===== config.mk =====
export PLATFORM = sky130hd
export DESIGN_NAME = utf8_string_validator
export DESIGN_NICKNAME = d
export VERILOG_FILES = /design/src/hw/rtl/utf8sv_pkg.sv /design/src/hw/rtl/utf8sv_csr.sv /design/src/hw/rtl/utf8sv_decode.sv /design/src/hw/rtl/utf8_string_validator.sv
export SDC_FILE = /design/constraint.sdc
export NUM_CORES = 1
export LEC_CHECK = 0
export BUFFER_PORTS_ARGS = -buffer_cell sky130_fd_sc_hd__buf_4
export CAP_MARGIN = 20
export CELL_PAD_IN_SITES_DETAIL_PLACEMENT = 0
export CELL_PAD_IN_SITES_GLOBAL_PLACEMENT = 2
export CORE_MARGIN = 2
export CORE_UTILIZATION = 35
export CTS_BUF_LIST = sky130_fd_sc_hd__clkbuf_4 sky130_fd_sc_hd__clkbuf_8
export CTS_CLUSTER_DIAMETER = 200
export DETAILED_ROUTE_END_ITERATION = 7
export HOLD_SLACK_MARGIN = 0.12
export PLACE_DENSITY = 0.77
export SLEW_MARGIN = 20
export SYNTH_ARGS = -nofsm -noshare
export SYNTH_HDL_FRONTEND = slang
export SYNTH_HIERARCHICAL = 1
export SYNTH_SLANG_ARGS = --single-unit
export TNS_END_PERCENT = 100

===== constraint.sdc =====
create_clock -name clock -period 9.5 [get_ports clock]
set_input_delay 1.9 -clock clock [delete_from_list [all_inputs] [get_ports clock]]
set_output_delay 1.9 -clock clock [all_outputs]
set_load 0.005 [all_outputs]

===== src/hw/rtl/utf8sv_pkg.sv =====
// Package: types, codes and constants of the UTF-8 string validator.
`timescale 1ns / 1ps
`default_nettype none

package utf8sv_pkg;

   // Longest string length that still passes in validate mode
   localparam logic [32:0] MAX_STRING_BYTES = 33'h0_FFFF_FFFF;
   // Saturation value of the byte counter and of an unusable end offset
   localparam logic [32:0] COUNT_SAT = 33'h1_FFFF_FFFF;

   // Register byte addresses
   localparam int unsigned CSR_ADDR_W = 3;
   localparam logic [CSR_ADDR_W-1:0] CSR_ADDR_MODE  = 3'd0;
   localparam logic [CSR_ADDR_W-1:0] CSR_ADDR_LIMIT = 3'd4;

   // Result status codes
   typedef enum logic [1:0] {
      STATUS_OK       = 2'd0,
      STATUS_INVALID  = 2'd1,
      STATUS_TOO_LONG = 2'd2
   } status_type;

   // Allowed range of the second byte of a multi-byte sequence
   typedef enum logic [2:0] {
      RULE_ANY   = 3'd0,   // 80..BF
      RULE_A0_BF = 3'd1,
      RULE_80_9F = 3'd2,
      RULE_90_BF = 3'd3,
      RULE_80_8F = 3'd4
   } rule_type;

   // Per-string decode state
   typedef struct packed {
      logic [1:0]  bytes_left;
      rule_type    rule;
      logic        expect_second;
      logic [32:0] byte_counter;
      logic [31:0] accepted_length;
      logic [32:0] pending_end;
      logic        halted;
   } dec_state_type;

   localparam dec_state_type DEC_STATE_CLEAR = '{
      bytes_left:      2'd0,
      rule:            RULE_ANY,
      expect_second:   1'b0,
      byte_counter:    33'd0,
      accepted_length: 32'd0,
      pending_end:     33'd0,
      halted:          1'b0
   };

endpackage : utf8sv_pkg

`default_nettype wire


===== src/hw/rtl/utf8sv_csr.sv =====
// Configuration registers: mode and prefix limit behind an APB-style port.
`timescale 1ns / 1ps
`default_nettype none

module utf8sv_csr (
   input  wire logic                             clock,
   input  wire logic                             reset,
   input  wire logic                             psel,
   input  wire logic                             penable,
   input  wire logic                             pwrite,
   input  wire logic [utf8sv_pkg::CSR_ADDR_W-1:0] paddr,
   input  wire logic [31:0]                      pwdata,
   output logic [31:0]                           prdata,
   output logic                                  pready,
   output logic                                  prefix_mode,
   output logic [31:0]                           prefix_limit
);

   logic        mode_ff, mode_in;
   logic [31:0] limit_ff, limit_in;
   logic        wr_en;
   logic        sel_limit;

   assign pready    = 1'b1;
   assign wr_en     = psel && penable && pwrite;
   // Registers sit on 4-byte boundaries; bit 2 picks one of the two
   assign sel_limit = (paddr[2] == utf8sv_pkg::CSR_ADDR_LIMIT[2]);

   // Write decode
   always_comb begin
      mode_in  = mode_ff;
      limit_in = limit_ff;
      if (wr_en) begin
         if (sel_limit) begin
            limit_in = pwdata;
         end else begin
            mode_in = pwdata[0];
         end
      end
   end

   always_ff @(posedge clock) begin
      if (reset) begin
         mode_ff  <= 1'b0;
         limit_ff <= 32'd0;
      end else begin
         mode_ff  <= mode_in;
         limit_ff <= limit_in;
      end
   end

   // Read mux
   always_comb begin
      if (sel_limit) begin
         prdata = limit_ff;
      end else begin
         prdata = {31'd0, mode_ff};
      end
   end

   assign prefix_mode  = mode_ff;
   assign prefix_limit = limit_ff;

endmodule : utf8sv_csr

`default_nettype wire


===== src/hw/rtl/utf8sv_decode.sv =====
// One-byte step of the strict UTF-8 decoder and the end-of-string verdict.
`timescale 1ns / 1ps
`default_nettype none

module utf8sv_decode (
   input  wire utf8sv_pkg::dec_state_type cur_state,
   input  wire logic [7:0]                data_byte,
   input  wire logic                      last_byte,
   input  wire logic                      prefix_mode,
   input  wire logic [31:0]               prefix_limit,
   output utf8sv_pkg::dec_state_type      nxt_state,
   output utf8sv_pkg::status_type         status,
   output logic [31:0]                    prefix_length
);

   utf8sv_pkg::dec_state_type st;
   utf8sv_pkg::rule_type      lead_rule;
   logic [2:0]                lead_len;
   logic                      second_ok;
   logic                      cont_ok;
   logic [33:0]               end_sum;
   logic [32:0]               lead_end;
   logic [32:0]               limit_ext;

   assign limit_ext = {1'b0, prefix_limit};

   // Lead byte classification
   always_comb begin
      lead_len  = 3'd0;
      lead_rule = utf8sv_pkg::RULE_ANY;
      priority if (data_byte >= 8'h01 && data_byte < 8'h80) begin
         lead_len = 3'd1;
      end else if (data_byte >= 8'hc2 && data_byte <= 8'hdf) begin
         lead_len = 3'd2;
      end else if (data_byte == 8'he0) begin
         lead_len  = 3'd3;
         lead_rule = utf8sv_pkg::RULE_A0_BF;
      end else if (data_byte == 8'hed) begin
         lead_len  = 3'd3;
         lead_rule = utf8sv_pkg::RULE_80_9F;
      end else if (data_byte >= 8'he1 && data_byte <= 8'hef) begin
         lead_len = 3'd3;
      end else if (data_byte == 8'hf0) begin
         lead_len  = 3'd4;
         lead_rule = utf8sv_pkg::RULE_90_BF;
      end else if (data_byte >= 8'hf1 && data_byte <= 8'hf3) begin
         lead_len = 3'd4;
      end else if (data_byte == 8'hf4) begin
         lead_len  = 3'd4;
         lead_rule = utf8sv_pkg::RULE_80_8F;
      end else begin
         lead_len = 3'd0;
      end
   end

   // Continuation byte checks
   assign cont_ok = (data_byte[7:6] == 2'b10);
   always_comb begin
      unique case (cur_state.rule)
         utf8sv_pkg::RULE_A0_BF: second_ok = data_byte >= 8'ha0 && data_byte <= 8'hbf;
         utf8sv_pkg::RULE_80_9F: second_ok = data_byte >= 8'h80 && data_byte <= 8'h9f;
         utf8sv_pkg::RULE_90_BF: second_ok = data_byte >= 8'h90 && data_byte <= 8'hbf;
         utf8sv_pkg::RULE_80_8F: second_ok = data_byte >= 8'h80 && data_byte <= 8'h8f;
         default:                second_ok = cont_ok;
      endcase
   end

   // End offset of a sequence starting here; unusable once the prefix broke off
   assign end_sum = {1'b0, cur_state.byte_counter} + {31'd0, lead_len};
   always_comb begin
      if ({1'b0, cur_state.accepted_length} != cur_state.byte_counter) begin
         lead_end = utf8sv_pkg::COUNT_SAT;
      end else if (end_sum[33]) begin
         lead_end = utf8sv_pkg::COUNT_SAT;
      end else begin
         lead_end = end_sum[32:0];
      end
   end

   // State step
   always_comb begin
      st = cur_state;
      if ((!last_byte || prefix_mode) && !cur_state.halted) begin
         if (cur_state.bytes_left == 2'd0) begin
            if (lead_len == 3'd0) begin
               st.halted = 1'b1;
            end else begin
               st.pending_end = lead_end;
               if (lead_len == 3'd1) begin
                  if (lead_end <= limit_ext) begin
                     st.accepted_length = lead_end[31:0];
                  end
               end else begin
                  st.bytes_left    = 2'(lead_len - 3'd1);
                  st.rule          = lead_rule;
                  st.expect_second = 1'b1;
               end
            end
         end else if (!(cur_state.expect_second ? second_ok : cont_ok)) begin
            st.halted = 1'b1;
         end else begin
            st.expect_second = 1'b0;
            st.bytes_left    = cur_state.bytes_left - 2'd1;
            if (cur_state.bytes_left == 2'd1) begin
               st.rule = utf8sv_pkg::RULE_ANY;
               if (cur_state.pending_end <= limit_ext) begin
                  st.accepted_length = cur_state.pending_end[31:0];
               end
            end
         end
      end
      if (cur_state.byte_counter != utf8sv_pkg::COUNT_SAT) begin
         st.byte_counter = cur_state.byte_counter + 33'd1;
      end
   end

   // Verdict on the final byte, then clear for the next string
   always_comb begin
      status        = utf8sv_pkg::STATUS_OK;
      prefix_length = 32'd0;
      if (prefix_mode) begin
         prefix_length = st.accepted_length;
      end else if (st.byte_counter > utf8sv_pkg::MAX_STRING_BYTES) begin
         status = utf8sv_pkg::STATUS_TOO_LONG;
      end else if (data_byte != 8'd0 || st.halted || st.bytes_left != 2'd0) begin
         status = utf8sv_pkg::STATUS_INVALID;
      end
      nxt_state = last_byte ? utf8sv_pkg::DEC_STATE_CLEAR : st;
   end

endmodule : utf8sv_decode

`default_nettype wire


===== src/hw/rtl/utf8_string_validator.sv =====
// Top level: input register, byte decoder, result register and registers port.
//
//   Channel  Direction  Handshake           Payload
//   req      in         req_valid/ready     req_data_byte[7:0], req_last_byte
//   rsp      out        rsp_valid/ready     rsp_status[1:0], rsp_prefix_length[31:0]
//   csr      in/out     psel/penable/pready paddr[2:0], pwdata/prdata[31:0]
//
// One byte per cycle while no final byte waits on a stalled result; a request is decoded
// from the input register, and a final byte's result is captured in the result register.
// The per-byte path is the lead-byte end offset add and the prefix limit compare.
// Synchronous reset clears the registers, the decode state and both valid flags.
// A final byte waits in the input register only while an older result is stalled.
`timescale 1ns / 1ps
`default_nettype none

module utf8_string_validator (
   input  wire logic                              clock,
   input  wire logic                              reset,
   // request channel
   input  wire logic                              req_valid,
   output logic                                   req_ready,
   input  wire logic [7:0]                        req_data_byte,
   input  wire logic                              req_last_byte,
   // result channel
   output logic                                   rsp_valid,
   input  wire logic                              rsp_ready,
   output logic [1:0]                             rsp_status,
   output logic [31:0]                            rsp_prefix_length,
   // registers port
   input  wire logic                              psel,
   input  wire logic                              penable,
   input  wire logic                              pwrite,
   input  wire logic [utf8sv_pkg::CSR_ADDR_W-1:0] paddr,
   input  wire logic [31:0]                       pwdata,
   output logic [31:0]                            prdata,
   output logic                                   pready
);

   logic        prefix_mode;
   logic [31:0] prefix_limit;

   logic        s1_valid_ff, s1_valid_in;
   logic [7:0]  s1_byte_ff;
   logic        s1_last_ff;
   logic        s1_advance;

   utf8sv_pkg::dec_state_type state_ff, state_in, dec_next;
   utf8sv_pkg::status_type    dec_status;
   logic [31:0]               dec_plen;

   logic        rsp_valid_ff, rsp_valid_in;
   logic [1:0]  rsp_status_ff;
   logic [31:0] rsp_plen_ff;

   utf8sv_csr u_csr (
      .clock        (clock),
      .reset        (reset),
      .psel         (psel),
      .penable      (penable),
      .pwrite       (pwrite),
      .paddr        (paddr),
      .pwdata       (pwdata),
      .prdata       (prdata),
      .pready       (pready),
      .prefix_mode  (prefix_mode),
      .prefix_limit (prefix_limit)
   );

   // Input register: a final byte moves on only when the result slot frees up
   assign s1_advance  = s1_valid_ff && (!s1_last_ff || !rsp_valid_ff || rsp_ready);
   assign req_ready   = !s1_valid_ff || s1_advance;
   assign s1_valid_in = (req_valid && req_ready) ? 1'b1 : (s1_advance ? 1'b0 : s1_valid_ff);

   always_ff @(posedge clock) begin
      if (reset) begin
         s1_valid_ff <= 1'b0;
      end else begin
         s1_valid_ff <= s1_valid_in;
      end
   end

   always_ff @(posedge clock) begin
      if (req_valid && req_ready) begin
         s1_byte_ff <= req_data_byte;
         s1_last_ff <= req_last_byte;
      end
   end

   utf8sv_decode u_decode (
      .cur_state     (state_ff),
      .data_byte     (s1_byte_ff),
      .last_byte     (s1_last_ff),
      .prefix_mode   (prefix_mode),
      .prefix_limit  (prefix_limit),
      .nxt_state     (dec_next),
      .status        (dec_status),
      .prefix_length (dec_plen)
   );

   // Decode state
   assign state_in = s1_advance ? dec_next : state_ff;

   always_ff @(posedge clock) begin
      if (reset) begin
         state_ff <= utf8sv_pkg::DEC_STATE_CLEAR;
      end else begin
         state_ff <= state_in;
      end
   end

   // Result register
   assign rsp_valid_in = (s1_advance && s1_last_ff) ? 1'b1
                       : (rsp_ready ? 1'b0 : rsp_valid_ff);

   always_ff @(posedge clock) begin
      if (reset) begin
         rsp_valid_ff <= 1'b0;
      end else begin
         rsp_valid_ff <= rsp_valid_in;
      end
   end

   always_ff @(posedge clock) begin
      if (s1_advance && s1_last_ff) begin
         rsp_status_ff <= dec_status;
         rsp_plen_ff   <= dec_plen;
      end
   end

   assign rsp_valid         = rsp_valid_ff;
   assign rsp_status        = rsp_status_ff;
   assign rsp_prefix_length = rsp_plen_ff;

   // A final byte always lands in the result register
   a_last_gives_result: assert property (@(posedge clock) disable iff (reset)
      s1_advance && s1_last_ff |=> rsp_valid_ff)
      else $error("final byte did not produce a result");

   // State is cleared after a final byte
   a_clear_after_last: assert property (@(posedge clock) disable iff (reset)
      s1_advance && s1_last_ff |=> state_ff.byte_counter == 33'd0 && !state_ff.halted)
      else $error("decode state not cleared after final byte");

   // Only validate mode reports errors, and it reports no prefix length
   a_error_no_length: assert property (@(posedge clock) disable iff (reset)
      rsp_valid_ff && rsp_status_ff != utf8sv_pkg::STATUS_OK |-> rsp_plen_ff == 32'd0)
      else $error("error result carries a prefix length");

   // Second-byte rule is only live inside a sequence
   a_rule_in_sequence: assert property (@(posedge clock) disable iff (reset)
      state_ff.bytes_left == 2'd0 |-> state_ff.rule == utf8sv_pkg::RULE_ANY
                                      && !state_ff.expect_second)
      else $error("second-byte rule left over outside a sequence");

   // The accepted prefix never runs ahead of the bytes seen
   a_prefix_bounded: assert property (@(posedge clock) disable iff (reset)
      {1'b0, state_ff.accepted_length} <= state_ff.byte_counter)
      else $error("accepted length exceeds byte count");

endmodule : utf8_string_validator

`default_nettype wire


==> results of run 1 <==
-- metal layers --
metal	part of all wire	GRT usage	wire length (um)	vias up
met1	0.47	0.287	20400	5541
met4	0.022	0.0665	971	0
met5	0	0	0	-
met2	0.47	0.346	20300	214
met3	0.037	0.0263	1600	43
li1	-	-	-	5670
-- flip-flops by register name, summed over array words and instances (netlist names) --
name,flops
rsp_valid,1
state_ff,105
s1_byte_ff,8
s1_valid_ff,1
s1_last_ff,1
rsp_status,2
u_csr/prefix_limit,32
rsp_prefix_length,32
u_csr/prefix_mode,1
-- worst min path at each step --
stage	to	slack, ps	cells past startpoint
after global routing	u_csr/prefix_limit[2]	520	2
after detailed placement	u_csr/prefix_limit[13]	480	2
final	u_csr/prefix_limit[14]	490	2
after floorplan	state_ff[74]	450	2
after global placement	u_csr/prefix_limit[1]	470	2
after CTS	u_csr/prefix_limit[2]	500	2
-- report_power, final --
part	internal, mW	switching [mW]
sequential	0.814	0.0242
clock	0.230	0.336
combinational	0.307	0.487
-- kinds of logic after synthesis --
family / after synthesis / share of synthesized area
simple gates: 733 / 0.295
compound gates: 195 / 0.0942
flops: 183 / 0.296
mux: 178 / 0.131
buf+inv: 178 / 0.0620
xor+xnor: 88 / 0.0557
fa+ha+maj: 72 / 0.0657
other cells: 1 / 0.000271
-- layout make-up --
class                   instances  area, um^2
well taps                     518         648
clock buffers                  19         262
flip-flops and latches        183        4090
clock inverters                13         138
repair buffers                132         995
multi-input cells            1267        8900
fillers                      4020       23600
inverters                      61         229
-- placed cells by master, fill, tap and decap left out, types with 55 or more instances in the layout --
cell      count
nand2b_1    295
mux2i_1     159
dfxtp_1     140
buf_4       131
nor2_1      115
nand2_1      82
ha_1         70
inv_1        61
nor3_1       58
xor2_1       56
a21oi_1      55
-- worst reg2reg max path: cells and delay by family, from the launching register on --
family	cells	cell delay (ps)
flip-flops	1	540
AO/OA/AOI/OAI	7	2430
AND/OR/NAND/NOR	9	2670
XOR/XNOR	1	290
adder cells (fa/ha/maj)	3	1010
==> metrics.md, run 1 <==
| Metric | Value |
|---|---|
| Fraction of registers with async set/reset | 0 |
| Residual DRC | 0 |
| Antenna cell count | 0 |
| Final worst setup slack | 2290 ps |
| Routability congestion estimate | 0.870 |
| Initial antenna violation count | 0 |
| Total CTS buffers | 17 |
| LEAKAGE | 6.02 nW |
| Number of gates resized after cts | 0 |
| Top cells by area, synth | dfxtp_1 (20%), nand2b_1 (13%), mux2i_1 (12%), edfxtp_1 (9.3%), ha_1 (6.4%) |
| Post-Syn Nets | 1751 |
| Post-detail-place hpwl | 31200 um |
| Cell taking the most area after synthesis | dfxtp_1 |
| Placed inst area | 14900 um^2 |
| WS Path Type | reg2reg |
| Nets@finish | 1785 |
| PD cells | 144 nW/um^2 |
| Worst flop-to-flop path startpoint | s1_byte_ff[4] |
| I/O pins | 120 |
| All-layer global routing usage | 0.210 |
| H-Tree Depth | 4 |
| ANT nets after route | 0 |
| 1st-iter DRT viols | 830 |
| Slowest stage delay, CP | 550 ps |
| Worst-margin pin slew | 1190 ps |
| CTS max path bufs | 2 |
| Synth top cells by count | nand2b_1 (295), mux2i_1 (159), dfxtp_1 (140) |
| Final Util | 0.393 |
| Worst Hold Margin | 494 ps |
| Die width | 203 um |
| Initial Utilization | 0.356 |
| Design area | 15300 um^2 |
| Critical path origin | s1_byte_ff[4] |
| Fin crit share | 0.759 |
| CP Buf/Inv Count | 0 |
| Startpoint Class | flip-flop |
| Reg2reg setup slack | 2290 ps |
| CTS Root Buffer Type | clkbuf_8 |
| VDD IR max | 73.2 uV |
| Mean post-synth cell area | 8.50 um^2 |
| Share of cells above drive strength 1 | 0.129 |
| Hold buffer count at cts | 0 |
| Register area share after synthesis | 0.296 |
| First-pass GRT wire length | 66400 um |
| EDFF count, synth | 43 |
| Clock Latency Late Sink | 510 ps |
| Setup crit end kind | flip-flop |
| Clock Sinks | 183 |
| Largest net degree at the start of global routing | 158 |
| Reg clk slew, reported paths | 110 ps |
| Worst EP arrival | 7440 ps |
| Unrepaired setup endpoints after global routing | false |
| CTS tree | done |
| Worst slack, placed | 2470 ps |
| WP depth | 20 |
| Yosys cell types | 78 |
| Overflow after GRT | 0 |
| Synth Register Bits | 183 |
| Max-slew violations | 0 |
| Design Power | 2.20 mW |
| Fmax | 0.139 GHz |
| PortBufs | 116 |
| Reg2Reg Depth | 20 |
| Die area | 41100 um^2 |
| Post-Syn Instances | 1628 |
| Hold Fails Final Rpt | 0 |
| Tmin final | 7210 ps |
| Final-report setup violation count | 0 |
| Status | completed |
| Core ar. | 38800 um^2 |
| Post-CTS Setup Bufs | 0 |
| Placed insts | 2161 |
| Yosys Warn Count | 6 |
| # rows | 72 |
| CP delay by family, top | simple AND/OR/NAND/NOR gates |
| Number of global-route vias before repair | 11100 |
| RR Endpoint | rsp_prefix_length[25] |
| CP cell instances | or4_4 > o41ai_2 > o21ai_0 > ha_1 > fa_1 > and2_1 > o21ai_0 > nor3_1 > nand2_1 > xor2_1 > nand2_1 > ha_1 > nand4_1 > nor2_1 > a22oi_1 > o211ai_1 > o211ai_2 > and2_4 > o32ai_2 > nor3_1 |
| Max-slew headroom | 0.197 |
| Vias/cell | 5.23 |
| Synth top area share | 0.203 |
| Cell Area, Synth | 13800 um^2 |
| CP max stage cell | or4_4 |
| Hold Startpoint | u_csr/prefix_limit[14] |
| Max-Cap Viols | 0 |
| Initial DRT Pass Iterations | 5 |
| Most frequent cell after synthesis | nand2b_1 |
| Die H | 203 um |
| CP Data Required Time | 9730 ps |
| Wire length per cell | 19.8 um |
| Worst-path fanout max | 17 |
| HP Class | reg2reg |
| End of the critical path | rsp_prefix_length[25] |
| Fin Setup TNS | 0 ps |
| Most used DFF post-synth | dfxtp_1 |
| Routed via count | 11500 |
| Finished Layout Cells | 2193 |
| WL final | 43300 um |
| P&R area growth vs syn | 10.4% |
| Clk_skew | 21.3 ps |
Power figures use the tool's default switching activity.
==> inputs of run 2 (changes only) <==
clock period = 7.6 ns   (was 9.5 ns; I/O delays follow)
==> run 2 against run 1 <==
Against the previous run:
- wire length decreased by 0.67%
- critical path type unchanged
- design area increased by 0.37%
- total power grew 26%
- setup slack worse by 1700 ps
- flip-flop and latch count unchanged
- utilization increased by 0.15 points
- clock-buffer cell count decreased by 1
- combinational power increased by 25%
- via count is 0.34% higher
- first-iteration DRC count fell by 3.6%
==> metrics.md, run 2 (synthesized netlist as in run 1, its figures left out) <==
| Metric | Value |
|---|---|
| Max-slew violations | 0 |
| CP Data Required Time | 7830 ps |
| All-layer global routing usage | 0.209 |
| Clock Sinks | 183 |
| Clk_skew | 20.4 ps |
| CP delay by family, top | simple AND/OR/NAND/NOR gates |
| Core ar. | 38800 um^2 |
| ANT nets after route | 0 |
| Die width | 203 um |
| Share of cells above drive strength 1 | 0.132 |
| Slowest stage delay, CP | 550 ps |
| Largest Register | state_ff |
| Design Power | 2.76 mW |
| Status | completed |
| Max reg flops | 105 |
| H-Tree Depth | 4 |
| WS Path Type | reg2reg |
| Nets@finish | 1790 |
| Post-CTS Setup Bufs | 0 |
| Number of global-route vias before repair | 11000 |
| Fmax | 0.142 GHz |
| Worst slack, placed | 650 ps |
| Largest net degree at the start of global routing | 107 |
| PortBufs | 116 |
| Most frequent cells in the layout | nand2b_1 (295), mux2i_1 (159), dfxtp_1 (140) |
| CTS max path bufs | 2 |
| Clock Latency Late Sink | 510 ps |
| Total CTS buffers | 17 |
| Multi-input gate area | 8900 um^2 |
| Routed via count | 11500 |
| P&R area growth vs syn | 10.8% |
| Max-Cap Viols | 0 |
| CTS tree | done |
| Initial antenna violation count | 0 |
| VDD IR max | 91.9 uV |
| First-pass GRT wire length | 65700 um |
| Max-slew headroom | 0.176 |
| Number of gates resized after cts | 0 |
| CP Buf/Inv Count | 0 |
| Worst-margin pin slew | 1230 ps |
| WL final | 43100 um |
| Reg clk slew, reported paths | 100 ps |
| Initial Utilization | 0.356 |
| PD cells | 180 nW/um^2 |
| Unrepaired setup endpoints after global routing | false |
| Residual DRC | 0 |
| Initial DRT Pass Iterations | 5 |
| LEAKAGE | 6.05 nW |
| Post-detail-place hpwl | 31500 um |
| Commonest non-fill, non-tap cell in the layout | nand2b_1 |
| Final-report setup violation count | 0 |
| HP Class | reg2reg |
| CP max stage cell | o211ai_2 |
| Final worst setup slack | 569 ps |
| Overflow after GRT | 0 |
| Setup crit end kind | flip-flop |
| Routability congestion estimate | 0.874 |
| CP cell instances | or4_4 > o41ai_2 > o21ai_0 > ha_1 > fa_1 > and2_1 > o21ai_0 > nor3_1 > nand2_1 > xor2_1 > nand2_1 > ha_1 > nand4_1 > nor2_1 > a22oi_1 > o211ai_1 > o211ai_2 > nand3_4 > mux2i_1 > nor3_1 |
| Die area | 41100 um^2 |
| Die H | 203 um |
| Filler Cell Count | 3971 |
| # rows | 72 |
| Tmin final | 7030 ps |
| 1st-iter DRT viols | 800 |
| Vias/cell | 5.23 |
| Fin crit share | 0.925 |
| Worst-path fanout max | 15 |
| Fin Setup TNS | 0 ps |
| Worst EP arrival | 7260 ps |
| CTS Root Buffer Type | clkbuf_8 |
| Hold buffer count at cts | 0 |
| Storage cell area | 4090 um^2 |
| Wire length per cell | 19.6 um |
| Hold Fails Final Rpt | 0 |
| Startpoint Class | flip-flop |
| I/O pins | 120 |
-- run 2: cell count changes in the layout (fill, tap and decap cells not counted), sizes merged --
cell / change
buf: +5
bufinv: +1
clkbuf: -1
clkinv: +3
clkinvlp: -1
diode: +1
inv: -2
-- run 2: cell type report --
| class | instances | area share |
|---|---|---|
| Multi-Input combinational cell | 1267 | 0.581 |
| Sequential cell | 183 | 0.267 |
| Timing Repair Buffer | 137 | 0.0679 |
| Inverter | 61 | 0.0149 |
| Clock buffer | 18 | 0.0158 |
| Tap cell | 518 | 0.0423 |
| Antenna cell | 1 | 0.000163 |
| Clock inverter | 14 | 0.0108 |
-- run 2: path summary, 6_finish.rpt --
kind,start,endpoint,slack (ps),cells past startpoint
worst max-delay path,s1_byte_ff[4],rsp_prefix_length[8],570,20
worst min-delay path,u_csr/prefix_limit[15],u_csr/prefix_limit[15],490,2
worst max register to register,s1_byte_ff[4],rsp_prefix_length[8],570,20
worst min register to register,u_csr/prefix_limit[15],u_csr/prefix_limit[15],490,2
-- run 2: worst register-to-register path, delay by kind of cell (launching register included) --
kind | cells | cell delay, ps
adders and majority gates | 3 | 1000
muxes | 1 | 250
xor gates and xnor gates | 1 | 250
DFF | 1 | 540
AOI/OAI and AO/OA | 6 | 2210
and+or+nand+nor | 9 | 2530
-- run 2: layer usage --
| layer | vias up | GRT usage | wire, um |
|---|---|---|---|
| li1 | 5698 | - | - |
| met1 | 5578 | 0.282 | 20200 |
| met2 | 198 | 0.347 | 20600 |
| met3 | 33 | 0.0295 | 1430 |
| met4 | 0 | 0.0584 | 767 |
| met5 | - | 0 | 0 |
-- run 2: power breakdown --
part           leakage (nW)  internal, mW  total, mW  switching [mW]
registers              1.57          1.02       1.05          0.0300
logic                  4.29         0.387      0.996           0.609
clock network         0.199         0.305      0.716           0.412
total                  6.05          1.71       2.76            1.05
-- run 2: metrics by stage --
step           instance area (um^2)  hold WS, ps   util  cells
2_1_floorplan                 13800          445      -   1628
3_3_place_gp                  14900          472  0.384   2166
3_5_place_dp                  14900          477  0.384   2166
4_1_cts                       15300          496  0.395   2198
5_1_grt                       15300          507  0.395   2198
6_report                      15300          495  0.395   2199
